`config.mk`:
```
export PLATFORM = sky130hd
export DESIGN_NAME = gas_sensor_response_model_unit
export DESIGN_NICKNAME = d
export VERILOG_FILES = /design/src/sv/gsrm_pkg.sv /design/src/sv/gsrm_div.sv /design/src/sv/gsrm_dp.sv /design/src/sv/gsrm_ctrl.sv /design/src/sv/gas_sensor_response_model_unit.sv
export SDC_FILE = /design/constraint.sdc
export NUM_CORES = 2
export LEC_CHECK = 0
export ABC_AREA = 0
export BUFFER_PORTS_ARGS = -buffer_cell sky130_fd_sc_hd__buf_4
export CAP_MARGIN = 0
export CORE_ASPECT_RATIO = 2
export CORE_UTILIZATION = 55
export DETAILED_ROUTE_END_ITERATION = 6
export PLACE_DENSITY_LB_ADDON = 0.2
export SLEW_MARGIN = 40
export SYNTH_ARGS = -nofsm -noshare
export SYNTH_HDL_FRONTEND = slang
export SYNTH_HIERARCHICAL = 1
export SYNTH_SLANG_ARGS = --single-unit
```
`constraint.sdc`:
```
create_clock -name aclk -period 15.23 [get_ports aclk]
set_input_delay 0.7615 -clock aclk [delete_from_list [all_inputs] [get_ports aclk]]
set_output_delay 0.7615 -clock aclk [all_outputs]
set_load 0.02 [all_outputs]
```
`src/sv/gsrm_pkg.sv`:
```
package gsrm_pkg;

    localparam int TICK_W    = 20;
    localparam int DIST_W    = 16;
    localparam int NOISE_W   = 21;
    localparam int LEVEL_W   = 24;
    localparam int NOISY_W   = 26;
    localparam int RT_W      = 16;
    localparam int DEN_W     = 26;
    localparam int MAG_W     = 42;
    localparam int HALF_W    = 21;
    localparam int MPY_W     = HALF_W + TICK_W;
    localparam int ACC_W     = MPY_W + HALF_W;
    localparam int DIVD_W    = 61;
    localparam int DIFF_W    = 43;
    localparam int NEXT_W    = 63;
    localparam int CFG_IDX_W = 3;
    localparam int S_DATA_W  = 80;
    localparam int S_USER_W  = 2;
    localparam int M_DATA_W  = 56;

    localparam logic [RT_W-1:0]    RT_RESET   = 16'd20000;
    localparam logic [LEVEL_W-1:0] MIN_RESET  = 24'd105472;
    localparam logic [LEVEL_W-1:0] GAS_RESET  = 24'd384000;
    localparam logic [LEVEL_W-1:0] SPAN_RESET = 24'd38400;
    localparam logic [LEVEL_W-1:0] MAX_RESET  = 24'd0;
    localparam logic [9:0]         MS_TO_US   = 10'd1000;

    typedef enum logic [CFG_IDX_W-1:0] {
        CFG_RESPONSE_TIME = 3'd0,
        CFG_MIN_LEVEL     = 3'd1,
        CFG_GAS_LEVEL     = 3'd2,
        CFG_GAS_SPAN      = 3'd3,
        CFG_MAX_LEVEL     = 3'd4
    } cfg_idx_t;

    typedef enum logic [3:0] {
        CMD_NONE,
        CMD_LOAD,
        CMD_SETUP_TGT,
        CMD_SETUP_RATE,
        CMD_MUL_LO,
        CMD_MUL_HI,
        CMD_DIV_BOX,
        CMD_DIV_DEN,
        CMD_TARGET,
        CMD_STEP,
        CMD_COMMIT
    } cmd_t;

    typedef struct packed {
        logic track;
        logic div_done;
        logic out_free;
    } dp_status_t;

endpackage

```
`src/sv/gsrm_div.sv`:
```
module gsrm_div
    import gsrm_pkg::*;
(
    input  logic              aclk,
    input  logic              aresetn,
    input  logic              start,
    input  logic [DIVD_W-1:0] dividend,
    input  logic [DEN_W-1:0]  divisor,
    output logic [DIVD_W-1:0] quotient,
    output logic              done
);

    localparam logic [5:0] LAST_STEP = 6'(DIVD_W - 1);

    logic [DIVD_W-1:0] dq_reg, dq_next;
    logic [DEN_W-1:0]  rem_reg, rem_next;
    logic [DEN_W-1:0]  dvs_reg, dvs_next;
    logic [5:0]        cnt_reg, cnt_next;
    logic              busy_reg, busy_next;
    logic              done_reg, done_next;
    logic [DEN_W:0]    shifted;
    logic [DEN_W:0]    trial;
    logic              fits;

    assign shifted = {rem_reg, dq_reg[DIVD_W-1]};
    assign trial   = shifted - {1'b0, dvs_reg};
    assign fits    = shifted >= {1'b0, dvs_reg};

    always_comb begin
        dq_next   = dq_reg;
        rem_next  = rem_reg;
        dvs_next  = dvs_reg;
        cnt_next  = cnt_reg;
        busy_next = busy_reg;
        done_next = done_reg;
        if (start) begin
            dq_next   = dividend;
            rem_next  = '0;
            dvs_next  = divisor;
            cnt_next  = '0;
            busy_next = 1'b1;
            done_next = 1'b0;
        end else if (busy_reg) begin
            dq_next  = {dq_reg[DIVD_W-2:0], fits};
            rem_next = fits ? trial[DEN_W-1:0] : shifted[DEN_W-1:0];
            cnt_next = cnt_reg + 6'd1;
            if (cnt_reg == LAST_STEP) begin
                busy_next = 1'b0;
                done_next = 1'b1;
            end
        end
    end

    always_ff @(posedge aclk) begin
        if (!aresetn) begin
            cnt_reg  <= '0;
            busy_reg <= 1'b0;
            done_reg <= 1'b0;
        end else begin
            cnt_reg  <= cnt_next;
            busy_reg <= busy_next;
            done_reg <= done_next;
        end
    end

    always_ff @(posedge aclk) begin
        dq_reg  <= dq_next;
        rem_reg <= rem_next;
        dvs_reg <= dvs_next;
    end

    assign quotient = dq_reg;
    assign done     = done_reg;

endmodule

```
`src/sv/gsrm_dp.sv`:
```
module gsrm_dp
    import gsrm_pkg::*;
(
    input  logic                 aclk,
    input  logic                 aresetn,
    input  logic                 cfg_valid,
    input  logic [CFG_IDX_W-1:0] cfg_index,
    input  logic [LEVEL_W-1:0]   cfg_data,
    input  logic [S_DATA_W-1:0]  s_tdata,
    input  logic [S_USER_W-1:0]  s_tuser,
    input  cmd_t                 cmd,
    output dp_status_t           status,
    output logic                 m_tvalid,
    input  logic                 m_tready,
    output logic [M_DATA_W-1:0]  m_tdata,
    output logic [0:0]           m_tuser
);

    logic [RT_W-1:0]    rt_reg;
    logic [LEVEL_W-1:0] min_reg, gas_reg, span_reg, max_reg;
    logic [LEVEL_W-1:0] reading_reg, reading_next;
    logic               m_valid_reg, m_valid_next;

    logic [TICK_W-1:0]         tick_reg;
    logic [DIST_W-1:0]         dist_reg, box_reg;
    logic signed [NOISE_W-1:0] noise_reg;
    logic                      det_reg;
    logic [DEN_W-1:0]          den_reg;
    logic [MAG_W-1:0]          mag_reg, mag_next;
    logic [TICK_W-1:0]         mb_reg, mb_next;
    logic [ACC_W-1:0]          acc_reg, acc_next;
    logic                      neg_reg, neg_next;
    logic signed [NEXT_W-1:0]  next_reg;
    logic [NOISY_W-1:0]        out_noisy_reg;
    logic [LEVEL_W-1:0]        out_clean_reg;
    logic                      out_gp_reg;

    logic [RT_W-1:0]          rt_eff;
    logic [DEN_W-1:0]         den_calc;
    logic [DIST_W-1:0]        box_in;
    logic signed [DIST_W:0]   bd;
    logic [DIST_W:0]          bd_mag;
    logic [HALF_W-1:0]        mul_a;
    logic [MPY_W-1:0]         mul_p;
    logic                     div_start;
    logic [DEN_W-1:0]         div_divisor;
    logic [DIVD_W-1:0]        quot;
    logic                     div_done;
    logic signed [DIFF_W-1:0] q_tgt, sq_tgt, diff, diff_mag;
    logic signed [NEXT_W-1:0] q_step, s_step, step_sum;
    logic signed [NEXT_W-1:0] min_ext, max_ext, top_ext, c1, c2;
    logic                     max_en;
    logic [LEVEL_W-1:0]       clean;
    logic [NOISY_W-1:0]       noisy;
    logic                     commit;

    assign rt_eff   = (rt_reg == '0) ? RT_W'(1) : rt_reg;
    assign den_calc = DEN_W'(rt_eff) * DEN_W'(MS_TO_US);
    assign box_in   = (s_tdata[51:36] == '0) ? DIST_W'(1) : s_tdata[51:36];

    assign bd     = $signed({1'b0, box_reg}) - $signed({1'b0, dist_reg});
    assign bd_mag = bd[DIST_W] ? DIST_W'(0) - bd : bd;

    assign mul_a = (cmd == CMD_MUL_HI) ? mag_reg[MAG_W-1:HALF_W] : mag_reg[HALF_W-1:0];
    assign mul_p = {{TICK_W{1'b0}}, mul_a} * {{HALF_W{1'b0}}, mb_reg};

    assign div_start   = (cmd == CMD_DIV_BOX) || (cmd == CMD_DIV_DEN);
    assign div_divisor = (cmd == CMD_DIV_BOX) ? DEN_W'(box_reg) : den_reg;

    gsrm_div u_div (
        .aclk     (aclk),
        .aresetn  (aresetn),
        .start    (div_start),
        .dividend (acc_reg[DIVD_W-1:0]),
        .divisor  (div_divisor),
        .quotient (quot),
        .done     (div_done)
    );

    assign q_tgt    = $signed({1'b0, quot[MAG_W-1:0]});
    assign sq_tgt   = neg_reg ? -q_tgt : q_tgt;
    assign diff     = $signed({19'd0, gas_reg}) - $signed({19'd0, reading_reg}) + sq_tgt;
    assign diff_mag = diff[DIFF_W-1] ? -diff : diff;

    assign q_step   = $signed({2'b00, quot});
    assign s_step   = neg_reg ? -q_step : q_step;
    assign step_sum = $signed({39'd0, reading_reg}) + s_step;

    assign min_ext = $signed({39'd0, min_reg});
    assign max_ext = $signed({39'd0, max_reg});
    assign top_ext = $signed({39'd0, {LEVEL_W{1'b1}}});
    assign max_en  = (max_reg != '0) && (max_reg >= min_reg);
    assign c1      = (next_reg < min_ext) ? min_ext : next_reg;
    assign c2      = (max_en && (c1 > max_ext)) ? max_ext : c1;
    assign clean   = (c2 > top_ext) ? {LEVEL_W{1'b1}} : c2[LEVEL_W-1:0];
    assign noisy   = {2'b00, clean} + {{(NOISY_W-NOISE_W){noise_reg[NOISE_W-1]}}, noise_reg};

    assign commit = (cmd == CMD_COMMIT);

    always_comb begin
        mag_next     = mag_reg;
        mb_next      = mb_reg;
        acc_next     = acc_reg;
        neg_next     = neg_reg;
        reading_next = reading_reg;
        case (cmd)
            CMD_SETUP_TGT: begin
                mag_next = MAG_W'(span_reg);
                mb_next  = TICK_W'(bd_mag);
                neg_next = bd[DIST_W];
            end
            CMD_SETUP_RATE: begin
                mag_next = MAG_W'(gas_reg);
                mb_next  = tick_reg;
                neg_next = !det_reg;
            end
            CMD_MUL_LO: begin
                acc_next = ACC_W'(mul_p);
            end
            CMD_MUL_HI: begin
                acc_next = acc_reg + {mul_p, {HALF_W{1'b0}}};
            end
            CMD_TARGET: begin
                mag_next = diff_mag[MAG_W-1:0];
                mb_next  = tick_reg;
                neg_next = diff[DIFF_W-1];
            end
            CMD_COMMIT: begin
                reading_next = clean;
            end
            default: begin
            end
        endcase
    end

    assign m_valid_next = commit ? 1'b1 : (m_tready ? 1'b0 : m_valid_reg);

    always_ff @(posedge aclk) begin
        if (!aresetn) begin
            rt_reg      <= RT_RESET;
            min_reg     <= MIN_RESET;
            gas_reg     <= GAS_RESET;
            span_reg    <= SPAN_RESET;
            max_reg     <= MAX_RESET;
            reading_reg <= MIN_RESET;
            m_valid_reg <= 1'b0;
        end else begin
            reading_reg <= reading_next;
            m_valid_reg <= m_valid_next;
            if (cfg_valid) begin
                case (cfg_index)
                    CFG_RESPONSE_TIME: rt_reg   <= cfg_data[RT_W-1:0];
                    CFG_MIN_LEVEL:     min_reg  <= cfg_data;
                    CFG_GAS_LEVEL:     gas_reg  <= cfg_data;
                    CFG_GAS_SPAN:      span_reg <= cfg_data;
                    CFG_MAX_LEVEL:     max_reg  <= cfg_data;
                    default: begin
                    end
                endcase
            end
        end
    end

    always_ff @(posedge aclk) begin
        if (cmd == CMD_LOAD) begin
            tick_reg  <= s_tdata[19:0];
            dist_reg  <= s_tdata[35:20];
            box_reg   <= box_in;
            noise_reg <= $signed(s_tdata[72:52]);
            det_reg   <= s_tuser[1];
            den_reg   <= den_calc;
        end
        if (cmd == CMD_STEP) begin
            next_reg <= step_sum;
        end
        if (commit) begin
            out_noisy_reg <= noisy;
            out_clean_reg <= clean;
            out_gp_reg    <= det_reg;
        end
        mag_reg <= mag_next;
        mb_reg  <= mb_next;
        acc_reg <= acc_next;
        neg_reg <= neg_next;
    end

    assign status.track    = det_reg && (reading_reg >= gas_reg);
    assign status.div_done = div_done;
    assign status.out_free = !m_valid_reg || m_tready;

    assign m_tvalid = m_valid_reg;
    assign m_tdata  = {6'd0, out_clean_reg, out_noisy_reg};
    assign m_tuser  = out_gp_reg;

endmodule

```
`src/sv/gsrm_ctrl.sv`:
```
module gsrm_ctrl
    import gsrm_pkg::*;
(
    input  logic       aclk,
    input  logic       aresetn,
    input  logic       s_tvalid,
    input  logic       s_paused,
    output logic       s_tready,
    output cmd_t       cmd,
    input  dp_status_t status
);

    typedef enum logic [8:0] {
        ST_IDLE     = 9'b0_0000_0001,
        ST_SETUP    = 9'b0_0000_0010,
        ST_MUL_LO   = 9'b0_0000_0100,
        ST_MUL_HI   = 9'b0_0000_1000,
        ST_DIV_GO   = 9'b0_0001_0000,
        ST_DIV_WAIT = 9'b0_0010_0000,
        ST_TARGET   = 9'b0_0100_0000,
        ST_STEP     = 9'b0_1000_0000,
        ST_COMMIT   = 9'b1_0000_0000
    } state_t;

    state_t state_reg, state_next;
    logic   tgt_reg, tgt_next;

    always_comb begin
        state_next = state_reg;
        tgt_next   = tgt_reg;
        cmd        = CMD_NONE;
        case (state_reg)
            ST_IDLE: begin
                if (s_tvalid) begin
                    cmd = CMD_LOAD;
                    if (!s_paused) begin
                        state_next = ST_SETUP;
                    end
                end
            end
            ST_SETUP: begin
                cmd        = status.track ? CMD_SETUP_TGT : CMD_SETUP_RATE;
                tgt_next   = status.track;
                state_next = ST_MUL_LO;
            end
            ST_MUL_LO: begin
                cmd        = CMD_MUL_LO;
                state_next = ST_MUL_HI;
            end
            ST_MUL_HI: begin
                cmd        = CMD_MUL_HI;
                state_next = ST_DIV_GO;
            end
            ST_DIV_GO: begin
                cmd        = tgt_reg ? CMD_DIV_BOX : CMD_DIV_DEN;
                state_next = ST_DIV_WAIT;
            end
            ST_DIV_WAIT: begin
                if (status.div_done) begin
                    state_next = tgt_reg ? ST_TARGET : ST_STEP;
                end
            end
            ST_TARGET: begin
                cmd        = CMD_TARGET;
                tgt_next   = 1'b0;
                state_next = ST_MUL_LO;
            end
            ST_STEP: begin
                cmd        = CMD_STEP;
                state_next = ST_COMMIT;
            end
            ST_COMMIT: begin
                if (status.out_free) begin
                    cmd        = CMD_COMMIT;
                    state_next = ST_IDLE;
                end
            end
            default: begin
                state_next = ST_IDLE;
            end
        endcase
    end

    always_ff @(posedge aclk) begin
        if (!aresetn) begin
            state_reg <= ST_IDLE;
            tgt_reg   <= 1'b0;
        end else begin
            state_reg <= state_next;
            tgt_reg   <= tgt_next;
        end
    end

    assign s_tready = (state_reg == ST_IDLE);

endmodule

```
`src/sv/gas_sensor_response_model_unit.sv`:
```
// Gas sensor response model. Each beat on the slave stream is one simulation
// tick; an unpaused tick yields one result beat on the master stream holding
// the clamped reading, the reading plus the supplied noise, and the detection
// flag. A paused tick is accepted while idle and yields nothing.
// Configuration registers are written through the cfg channel, which is
// always ready; the user must write them only while no tick is in flight,
// since the block itself does not enforce this.
// A tick outside an emitter, or inside one while the reading is below the
// base level, runs the shared restoring divider once; a tracking tick runs
// it twice. The divider retires one quotient bit per cycle over 61 steps,
// and each run follows the low and high products of the shared multiplier.
// Ticks are processed one at a time; s_tready is high only while idle, so
// the next tick is accepted only once the previous one has committed.
// A finished result sits in the output register, and the next tick may be
// accepted while it waits. If the receiver stalls, the following tick
// completes its arithmetic and then holds until the output register frees.
// Reset restores every configuration register to its default and sets the
// reading to the default floor level.
module gas_sensor_response_model_unit
    import gsrm_pkg::*;
(
    input  logic                 aclk,
    input  logic                 aresetn,
    input  logic                 cfg_valid,
    output logic                 cfg_ready,
    input  logic [CFG_IDX_W-1:0] cfg_index,
    input  logic [LEVEL_W-1:0]   cfg_data,
    input  logic                 s_tvalid,
    output logic                 s_tready,
    // tick_us, origin_dist_mm, box_extent_mm, noise_sample
    input  logic [S_DATA_W-1:0]  s_tdata,
    // paused, inside_emitter
    input  logic [S_USER_W-1:0]  s_tuser,
    output logic                 m_tvalid,
    input  logic                 m_tready,
    // noisy_level, clean_level
    output logic [M_DATA_W-1:0]  m_tdata,
    // gas_present
    output logic [0:0]           m_tuser
);

    cmd_t       cmd;
    dp_status_t status;

    assign cfg_ready = 1'b1;

    gsrm_ctrl u_ctrl (
        .aclk     (aclk),
        .aresetn  (aresetn),
        .s_tvalid (s_tvalid),
        .s_paused (s_tuser[0]),
        .s_tready (s_tready),
        .cmd      (cmd),
        .status   (status)
    );

    gsrm_dp u_dp (
        .aclk      (aclk),
        .aresetn   (aresetn),
        .cfg_valid (cfg_valid),
        .cfg_index (cfg_index),
        .cfg_data  (cfg_data),
        .s_tdata   (s_tdata),
        .s_tuser   (s_tuser),
        .cmd       (cmd),
        .status    (status),
        .m_tvalid  (m_tvalid),
        .m_tready  (m_tready),
        .m_tdata   (m_tdata),
        .m_tuser   (m_tuser)
    );

endmodule

```
==> metrics.md <==
| Metric | Value |
|---|---|
| Status | `complete, no violations` |
| Finished Layout Cells | `7444` |
| Height of the die | `450 µm` |
| Seq pwr share | `14.0%` |
| Routed length per placed instance | `21.8 µm` |
| Overall power | `14.7 mW` |
| Port Buf Inserts | `159` |
| M3 GR Usage | `under 10%` |
| Crit end category | `flip-flop` |
| Max clock buf depth | `3` |
| Number of clock sinks | `about 600` |
| Worst slew pin tran | `0.953 ns` |
| Via density | `around 5.9` |
| Peak supply drop | `319 µV` |
| Post-CTS Resized | `0` |
| First-pass DRT Iterations | `6` |
| Startpoint types | `flip-flop` |
| Post-Route WL | `approximately 160000 µm` |
| Worst Path Class, Setup | `flip-flop to flip-flop` |
| Largest net degree at the start of global routing | `101` |
| Routed Antenna Nets | `0` |
| Final setup fails | `0` |
| Fmax | `71.2 MHz` |
| # DRC | `0` |
| GR Overflow Total | `0` |
| Cell count after synthesis | `5921` |
| DIE AREA | `0.102 mm²` |
| Syn Area/Cell | `about 9.3 µm²` |
| GR Util met1 | `30.7%` |
| Design area | `0.0608 mm²` |
| Met2 Use GR | `60.0%` |
| Leakage | `26.2 nW` |
| Num rows | `163` |
| GPL Wtd Cong | `0.984` |
| H-tree depth | `2` |
| Area share of the largest cell type after synthesis | `a little under a quarter` |
| # hold bufs at CTS | `0` |
| Max-cap violation count | `0` |
| Post-synth EDFFs | `422` |
| Most common cell in the netlist | `nand2_1` |
| Largest register FFs | `63` |
| Setup TNS | `0 ns` |
| Area after DPL | `0.0587 mm²` |
| Cell variety after synth | `99` |
| Seq cells post-synth | `around 600` |
| I/O pin cnt | `around 170` |
| Layout area overhead | `10.2%` |
| Worst slack at placement | `1.20 ns` |
| Fin crit period | `14.05 ns` |
| Core area | `0.0989 mm²` |
| Biggest area contributors in the synthesized netlist | `edfxtp_1, fa_1, ha_1` |
| Slowest-stage cell, CP | `fa_1` |
| Fin. Hold Viols | `0` |
| Switch share | `45.9%` |
| Layout Nets | `7073` |
| Num CTS Buffers | `56` |
| Dpl cells | `7329` |
| Clk slew on worst S/H paths | `0.07 ns` |
| Vias in the first global route | `between 40000 and 50000` |
| Slew margin rel. | `35.9%` |
| Layout cells sized above 1 | `~11%` |
| Crit Path Max Fanout | `16` |
| CTS tree | `done` |
| Synth async-reset ratio | `0%` |
| Sequential area share after synthesis | `29.6%` |
| P_int | `7.95 mW` |
| Clock Skews | `0.0296 ns` |
| Combinational Power Share | `75.9%` |
| Synth Warn # | `6` |
| PwrDens | `242 mW/mm²` |
| Initial DRC Count | `between 2000 and 2500` |
| Main flop type after synthesis | `edfxtp_1` |
| Final Max Tran Viols | `0` |
| Most common library cells after synthesis | `nand2_1, inv_1, ha_1` |
| Setup ws final | `1.18 ns` |
| DPL Wire Length | `130000 µm` |
| Final period util | `between 90% and 100%` |
| Initial antenna violation count | `1` |
| First-pass GRT wire length | `251000 µm` |
| Die span in x | `226 µm` |
| Crit-path max cell delay | `0.56 ns` |
| CTS Root Cell | `clkbuf_16` |
| Setup bufs post-CTS | `0` |
| Worst skew pair latency | `0.65 ns` |
| Grt peak-use layer | `met2` |
| Sw power | `between 6 and 7 mW` |
| GRT Util Overall | `32.4%` |
| Worst path required time | `15.61 ns` |
| Arr. time, crit path | `roughly 14 ns` |
| Vias | `43900` |
| Unrepaired setup endpoints after global routing | `no` |
| Clock power frac | `10.1%` |
| Synthesized cell area | `0.0551 mm²` |
| Hold crit path type | `input port to flip-flop` |
| Largest area contributor in the netlist | `edfxtp_1` |
| Initial Util | `55.7%` |
-- placed cells by master, fill, tap and decap left out, types with 11 or more instances in the layout --
cell,netlist,routed
o211ai_1,52,52
a31oi_1,28,28
mux2_2,123,123
o21a_1,38,38
or2_2,22,22
buf_4,10,335
xnor2_1,234,232
clkbuf_16,0,61
inv_1,647,645
nand2b_1,77,76
nor3b_1,12,11
or4_1,16,16
and2_1,188,188
fa_1,397,397
buf_12,0,14
o31ai_1,43,42
dfxtp_1,181,180
a22oi_1,27,27
nand4_1,63,63
nand3_1,127,125
nor4_1,39,36
a21boi_0,103,103
o41ai_1,23,22
or3_1,32,32
xor2_1,127,126
and3_1,30,28
nor2_1,286,277
nor2b_1,58,58
buf_6,3,15
edfxtp_1,422,422
o21bai_1,38,38
nand2_1,790,789
a21o_1,143,143
mux2i_1,26,26
nor3_1,91,88
o21ai_0,218,217
a21oi_1,255,255
a211oi_1,43,42
ha_1,484,484
-- worst max-delay path, delay by kind of cell (launching register included) --
kind            cells  cell delay (ns)
compound gates     23             5.01
flops               1             0.41
simple gates        9             1.98
buf+inv             9             1.36
xor+xnor            3             0.49
fa+ha+maj          10             4.52
-- per-layer routing --
metal	vias up	routed length, µm	share of wire [%]
met5	-	0	0
met4	0	17400	11
met3	616	6370	3.9
met2	1338	85700	53
met1	21400	52800	33
li1	20600	-	-
-- cell type report --
type	instances	area, µm²
sequential	603	16300
tap	1320	1650
clock inverter	31	290
fill	8527	38100
timing repair buffer	368	3010
multi-input combinational	4401	35500
inverter	648	2440
antenna	1	2.50
clock buffer	72	1590
-- worst paths after layout --
| check | startpoint | end | slack [ns] | cells after the start |
|---|---|---|---|---|
| max | u_dp/reading_reg[1] | u_dp/acc_reg[60] | 1.18 | 54 |
| min | s_tdata[62] | u_dp/noise_reg[10] | 0.29 | 1 |
| max reg2reg | u_dp/reading_reg[1] | u_dp/acc_reg[60] | 1.18 | 54 |
| min reg2reg | u_dp/span_reg[4] | u_dp/span_reg[4] | 0.47 | 2 |
-- kinds of logic after synthesis --
logic type      synth area share, %
xor+xnor                       5.76
buf+inv                        6.41
flops                          29.6
mux                            2.98
compound gates                 13.3
other cells                  0.0136
fa+ha+maj                      25.4
simple gates                   16.5
-- power by group through the flow --
stage | clock, mW | sequential, mW | combinational, mW
global placement | 0 | 2.10 | 10.9
finish | 1.48 | 2.06 | 11.2
detailed placement | 0 | 2.10 | 11.0
global route | 1.56 | 2.06 | 12.1
CTS | 1.51 | 2.06 | 11.1
floorplan | 0 | 2.08 | 6.19
-- metrics by stage --
stage | hold WS, ns | utilization (%)
after floorplan | 0.438 | -
after global placement | 0.453 | 59.2
after detailed placement | 0.460 | 59.3
after CTS | 0.261 | 61.2
after global routing | 0.276 | 61.4
final | 0.293 | 61.4
Power figures use the tool's default switching activity.
